**src/xtea_pkg.sv**
```systemverilog
// ----------------------------------------------------------------------------
// xtea_pkg
// Shared types, constants and the round mixing function of the XTEA cipher.
// ----------------------------------------------------------------------------
`default_nettype none

package xtea_pkg;

  localparam int unsigned WORD_W    = 32;
  localparam int unsigned KEY_COUNT = 4;
  localparam int unsigned KEY_IDX_W = 2;
  localparam int unsigned CFG_IDX_W = 3;

  localparam logic [WORD_W-1:0] XTEA_DELTA = 32'h9E37_79B9;

  localparam logic CMD_ENCRYPT = 1'b0;
  localparam logic CMD_DECRYPT = 1'b1;

  typedef logic [KEY_COUNT-1:0][WORD_W-1:0] key_t;

  typedef struct packed {
    logic              cmd;
    logic [WORD_W-1:0] word_first;
    logic [WORD_W-1:0] word_second;
  } in_item_t;

  typedef struct packed {
    logic [WORD_W-1:0] result_first;
    logic [WORD_W-1:0] result_second;
  } out_item_t;

  typedef struct packed {
    logic              cmd;
    logic [WORD_W-1:0] x;
    logic [WORD_W-1:0] y;
  } stage_t;

  function automatic logic [WORD_W-1:0] mix_word(input logic [WORD_W-1:0] w,
                                                 input logic [WORD_W-1:0] sum,
                                                 input logic [WORD_W-1:0] k);
    logic [WORD_W-1:0] shuffled;
    shuffled = ((w << 4) ^ (w >> 5)) + w;
    return shuffled ^ (sum + k);
  endfunction

endpackage

`default_nettype wire

```
**src/xtea_round.sv**
```systemverilog
// ----------------------------------------------------------------------------
// xtea_round
// One full XTEA round as two registered half-round stages, encrypt or decrypt
// per item. Round sums arrive as constants from the instantiating level.
// ----------------------------------------------------------------------------
`default_nettype none

module xtea_round import xtea_pkg::*; (
  input  wire logic              clk,
  input  wire logic              rst,
  input  wire logic              advance,
  input  wire logic              in_valid,
  input  wire stage_t            in_stage,
  input  wire logic [WORD_W-1:0] enc_sum_a,
  input  wire logic [WORD_W-1:0] enc_sum_b,
  input  wire logic [WORD_W-1:0] dec_sum_a,
  input  wire logic [WORD_W-1:0] dec_sum_b,
  input  wire key_t              key,
  output logic                   out_valid,
  output stage_t                 out_stage
);

  logic   mid_valid;
  stage_t mid;
  stage_t mid_next;
  stage_t out_next;

  logic [WORD_W-1:0] a_word;
  logic [WORD_W-1:0] a_sum;
  logic [WORD_W-1:0] a_key;
  logic [WORD_W-1:0] a_mix;
  logic [WORD_W-1:0] b_word;
  logic [WORD_W-1:0] b_sum;
  logic [WORD_W-1:0] b_key;
  logic [WORD_W-1:0] b_mix;

  always_comb begin
    mid_next = in_stage;
    if (in_stage.cmd == CMD_DECRYPT) begin
      a_word = in_stage.x;
      a_sum  = dec_sum_a;
      a_key  = key[a_sum[12:11]];
    end else begin
      a_word = in_stage.y;
      a_sum  = enc_sum_a;
      a_key  = key[a_sum[1:0]];
    end
    a_mix = mix_word(a_word, a_sum, a_key);
    if (in_stage.cmd == CMD_DECRYPT) begin
      mid_next.y = in_stage.y - a_mix;
    end else begin
      mid_next.x = in_stage.x + a_mix;
    end
  end

  always_comb begin
    out_next = mid;
    if (mid.cmd == CMD_DECRYPT) begin
      b_word = mid.y;
      b_sum  = dec_sum_b;
      b_key  = key[b_sum[1:0]];
    end else begin
      b_word = mid.x;
      b_sum  = enc_sum_b;
      b_key  = key[b_sum[12:11]];
    end
    b_mix = mix_word(b_word, b_sum, b_key);
    if (mid.cmd == CMD_DECRYPT) begin
      out_next.x = mid.x - b_mix;
    end else begin
      out_next.y = mid.y + b_mix;
    end
  end

  always_ff @(posedge clk) begin
    if (rst) begin
      mid_valid <= 1'b0;
      out_valid <= 1'b0;
    end else if (advance) begin
      mid_valid <= in_valid;
      out_valid <= mid_valid;
    end
  end

  always_ff @(posedge clk) begin
    if (advance) begin
      mid       <= mid_next;
      out_stage <= out_next;
    end
  end

endmodule

`default_nettype wire

```
**config.mk**
```make
export PLATFORM = sky130hd
export DESIGN_NAME = xtea_round
export DESIGN_NICKNAME = d
export VERILOG_FILES = /design/src/xtea_pkg.sv /design/src/xtea_round.sv
export SDC_FILE = /design/constraint.sdc
export NUM_CORES = 1
export LEC_CHECK = 0
export ABC_AREA = 1
export ABC_CLOCK_PERIOD_IN_PS = 17150
export BUFFER_PORTS_ARGS = -buffer_cell sky130_fd_sc_hd__buf_2
export CAP_MARGIN = 40
export CORE_ASPECT_RATIO = 1.4
export CORE_MARGIN = 10
export CORE_UTILIZATION = 37
export CTS_BUF_LIST = sky130_fd_sc_hd__clkbuf_8 sky130_fd_sc_hd__clkbuf_16
export DETAILED_ROUTE_END_ITERATION = 10
export HOLD_SLACK_MARGIN = 0.06
export MAX_ROUTING_LAYER = met4
export PLACE_DENSITY = 0.55
export SETUP_SLACK_MARGIN = 0.3
export SYNTH_ARGS = -nofsm -noshare
export SYNTH_HDL_FRONTEND = slang
export SYNTH_SLANG_ARGS = --single-unit
```
**constraint.sdc**
```tcl
create_clock -name clk -period 17.15 [get_ports clk]
set_input_delay 4.2875 -clock clk [delete_from_list [all_inputs] [get_ports clk]]
set_output_delay 4.2875 -clock clk [all_outputs]
set_load 0.005 [all_outputs]
```
* Word level (Yosys, flattened, before mapping)
Index checks and enable logic that the tools add are counted.
** Storage, ports and cells
- Word-level logic and storage cells :: 42
- Register bits :: 132
- Input bits :: 325
- Output and inout port bits :: 66
** Operators by class
- Bitwise operators :: 4
- Multiplexer cells :: 18
- Add/sub/neg operators :: 8
- $lt $le $gt $ge :: 4
** Operators by type and width (number)
- $mux 32 :: 14
- $bmux 32 s2 :: 4
- $add 32x32->32 :: 6
- $sub 32x32->32 :: 2
- $xor 32x27->32 :: 2
- $xor 32x32->32 :: 2
- $lt 2x3->1 const B :: 4

* Longest topological paths before layout
- Depth in word-level cells :: 7
- Gate-level depth with buffers :: 39
- Depth with buffers taken out :: 37

* Worst setup path after synthesis
No wires, ideal clock.
- Path type :: input -> register
- From :: input port in_stage[64] in the netlist's numbering
- To :: register mid[25] in the netlist's numbering, data pin
- Arrival time :: 8.397 ns
- Stages on the path :: 26
- Library setup time :: 0.253 ns
- Setup slack :: 8.499 ns
- Cells stage by stage :: buf_2 buf_2 clkbuf_1 clkbuf_1 nand2_1 o21ai_0 ha_1 inv_1 fa_1 o21ai_2 a21boi_2 o21ai_2 nand2_1 nand2_2 xor2_2 xor2_1 inv_2 ha_1 a21o_1 a21oi_1 o21ai_0 nand2_1 nand4_1 or2_2 nand3_1 nand2_1
** RTL lines
- from (decl) :: line xtea_round.sv:13 : input wire stage_t in_stage,
- to (signal assigned) :: line xtea_round.sv:87 : mid <= mid_next;
- to (decl) :: line xtea_round.sv:24 : stage_t mid;

==> impl_results.md <==
- Crit path DAT: 10920 ps
- CP Max Fanout: 61
- # rows: 117
- Uppermost routed layer: met4
- RSZ-0062 raised after global routing: false
- WHS: 456 ps
- Die H: 339 um
- Top FF cell, synth: edfxtp_1
- DR DRC count: 0
- Vias: 31900
- Slowest-stage cell, CP: clkinv_1
- Post-synth cell types: 62
- First-pass iteration count of the detailed router: 6
- Core box area: 0.0725 sq mm
- Setup Skew: 30.4 ps
- Max_slew headroom: 38.3%
- Sequential area share after synthesis: 14.6%
- CTS tree: built
- H-tree levels: 4
- Number of synthesized flops with an enable pin: 130
- Vias in the first global route: 30900
- Fin worst setup slack: 6430 ps
- Wire length on met3: 7.02 mm
- Least-Margin Pin Slew: 926 ps
- Setup violators final: 0
- Global-route wire length before repair: 193 mm
- Synth Area in Compound Gates: 27.0%
- Largest family of logic cells by synthesized area: simple AND/OR/NAND/NOR gates
- Critical path launch point type: input port
- # IOs: 391
- Nets: 5443
- Slowest Stage Delay on Critical Path: 770 ps
- Min Tclk post-route: 10720 ps
- Yosys reg bits: 132
- CTS Buffer Depth: 2
- PortBufs: 390
- Highest clock rate: 0.0933 GHz
- Post-cts sizing count: 0
- Post-CTS Setup Bufs: 0
- Adder-cell share of the synthesized area: 12.6%
- Syn avg cell area: 5.93 sq um
- Max-cap violations: 0
- Outcome: complete, no violations
- Most common cell on crit path: nand2_1
- Final Cycle Share: 62.5%
- Overall die width: 248 um
- Die area: 0.0841 sq mm
- Required time of the worst setup path: 17350 ps
- Setup TNS: 0 ps
- Largest net degree at the start of global routing: 110
- DRT iter0 DRCs: 2921
- Clock-pin transition on the worst setup and hold timing paths: 70 ps
- Post-Synth Simple-Gate Area: 29.0%
- Total congestion overflow: 0
- Hold Path Class: reg2reg
- Mapped cell area: 0.0269 sq mm
- Gpl congestion: 1.03
- Fraction of registers with async set/reset: 0%
- Proportion of synthesized area in mux cells: 0%
- Global-route usage over all layers: 31.2%
- # hold bufs at CTS: 0
- Fin. Hold Viols: 0
- Synth Warn #: 0
- Post-DRT Antenna Nets: 0
- Initial antenna violation count: 14
- Starting Density: 37.2%
- Post-synthesis instance total: 4536
- Synth-to-Final Area Change: 13.4%
- Clock root cell: clkbuf_16
- Syn nets: 5127
- CTS Sinks: 132
- Synth Area in XOR/XNOR: 6.88%
- Slew Viols, Final: 0
- Worst-Skew Late Latency: 470 ps
- WL final: 133 mm
- HPWL after DPL: 113 mm
- Dpl ws: 6100 ps
- M1 WL: 52.7 mm
- Detail Route met2 WL: 66.2 mm
- Layout cells sized above 1: 12.0%
- WL/cell: 22.8 um
- Via-per-instance ratio: 5.47
- CTS buffer count: 17
- Crit. End Element: register
- CP Class: in2reg
==> through the flow <==
stage               utilization, %  area, sq um  instances
global route                  42.1        30500       5828
floorplan                        -        26900       4536
CTS                           42.1        30500       5817
global placement              41.0        29700       5762
finish                        42.1        30500       5830
detailed placement            41.3        29900       5785
==> final cells by class <==
| type | count | area, sq um |
|---|---|---|
| multi-input combinational | 3697 | 20300 |
| clock buffer | 17 | 425 |
| clock inverter | 15 | 184 |
| timing repair buffer | 435 | 2320 |
| inverter | 569 | 2140 |
| sequential | 132 | 3940 |
| antenna | 13 | 32.5 |
| fill | 8227 | 41900 |
| tap | 952 | 1190 |
==> cells by family after synthesis <==
group / count (synthesis)
AND/OR/NAND/NOR: 1907
AO/OA/AOI/OAI: 1316
buffers and inverters: 707
adder cells (fa/ha/maj): 266
XOR/XNOR: 208
flip-flops: 132
==> sequential cells by signal (all words and copies together) (netlist names) <==
register,flops
mid,65
out_stage,65
out_valid,1
mid_valid,1
==> layout by cell type (no fill, tap or decap), drive strengths merged, types with 17 or more instances in the layout <==
cell and n:
nand3b 20, nand3 158, o21bai 32, nor3 36, xnor2 86, a21o 48, nor2 349, buf 435
nand2 1262, o21ai 535, o211ai 32, inv 574, clkbuf 17, ha 258, edfxtp 130, a21oi 545
a31oi 83, nand4 46, or2 23, xor2 122
==> cells in the mapped netlist, types with 5 or more instances <==
library cell  instances  area (sq um)
inv_2                28           105
xnor2_1              86           753
a21o_1               48           360
fa_1                  8           160
nand3_1             154           771
nand2_2              22           138
xor2_1              118          1030
nand4_1              46           288
ha_1                258          3230
o21ai_1              29           145
nor3_1               35           175
a21oi_1             532          2660
o21ai_0             493          2470
a21boi_1              7          52.6
buf_1                19          71.3
nor2_1              346          1300
a31oi_1              81           507
o21bai_1             30           225
buf_2                 8          40.0
inv_1               539          2020
a21oi_2              12           105
edfxtp_1            130          3900
clkbuf_1            110           413
o21ai_2               9          78.8
nand3b_1             19           143
o211ai_1             32           240
or2_2                10          62.6
a221oi_1              7          61.3
nand2_1            1237          4640
a211oi_1              5          37.5
or2_1                 9          56.3
==> path summary, 6_finish.rpt <==
kind                            slack (ps)                   start                       to  cells past startpoint
worst max-delay path                  6430           enc_sum_b[11]  out_stage[59]$_DFFE_PP_                     35
worst min-delay path                   460  mid_valid$_SDFFE_PP0P_   out_valid$_SDFFE_PP0P_                      2
worst max register to register       10330       mid[64]$_DFFE_PP_  out_stage[63]$_DFFE_PP_                     30
worst min register to register         460  mid_valid$_SDFFE_PP0P_   out_valid$_SDFFE_PP0P_                      2
==> critical path: cells and delay by family <==
family / cells / cell delay (ps)
AOI/OAI and AO/OA: 12 / 2230
adders and majority gates: 3 / 1090
buffers and inverters: 8 / 2160
and+or+nand+nor: 12 / 1050
==> metal layers <==
layer / global-route usage [%] / vias up
li1: - / 15900
met1: 35.6 / 14700
met2: 53.8 / 1116
met3: 2.85 / 240
met4: 15.1 / 0
met5: - / -
Power is not shown: default switching activity piles up to over one toggle a cycle in this logic, so the estimate is an artifact.
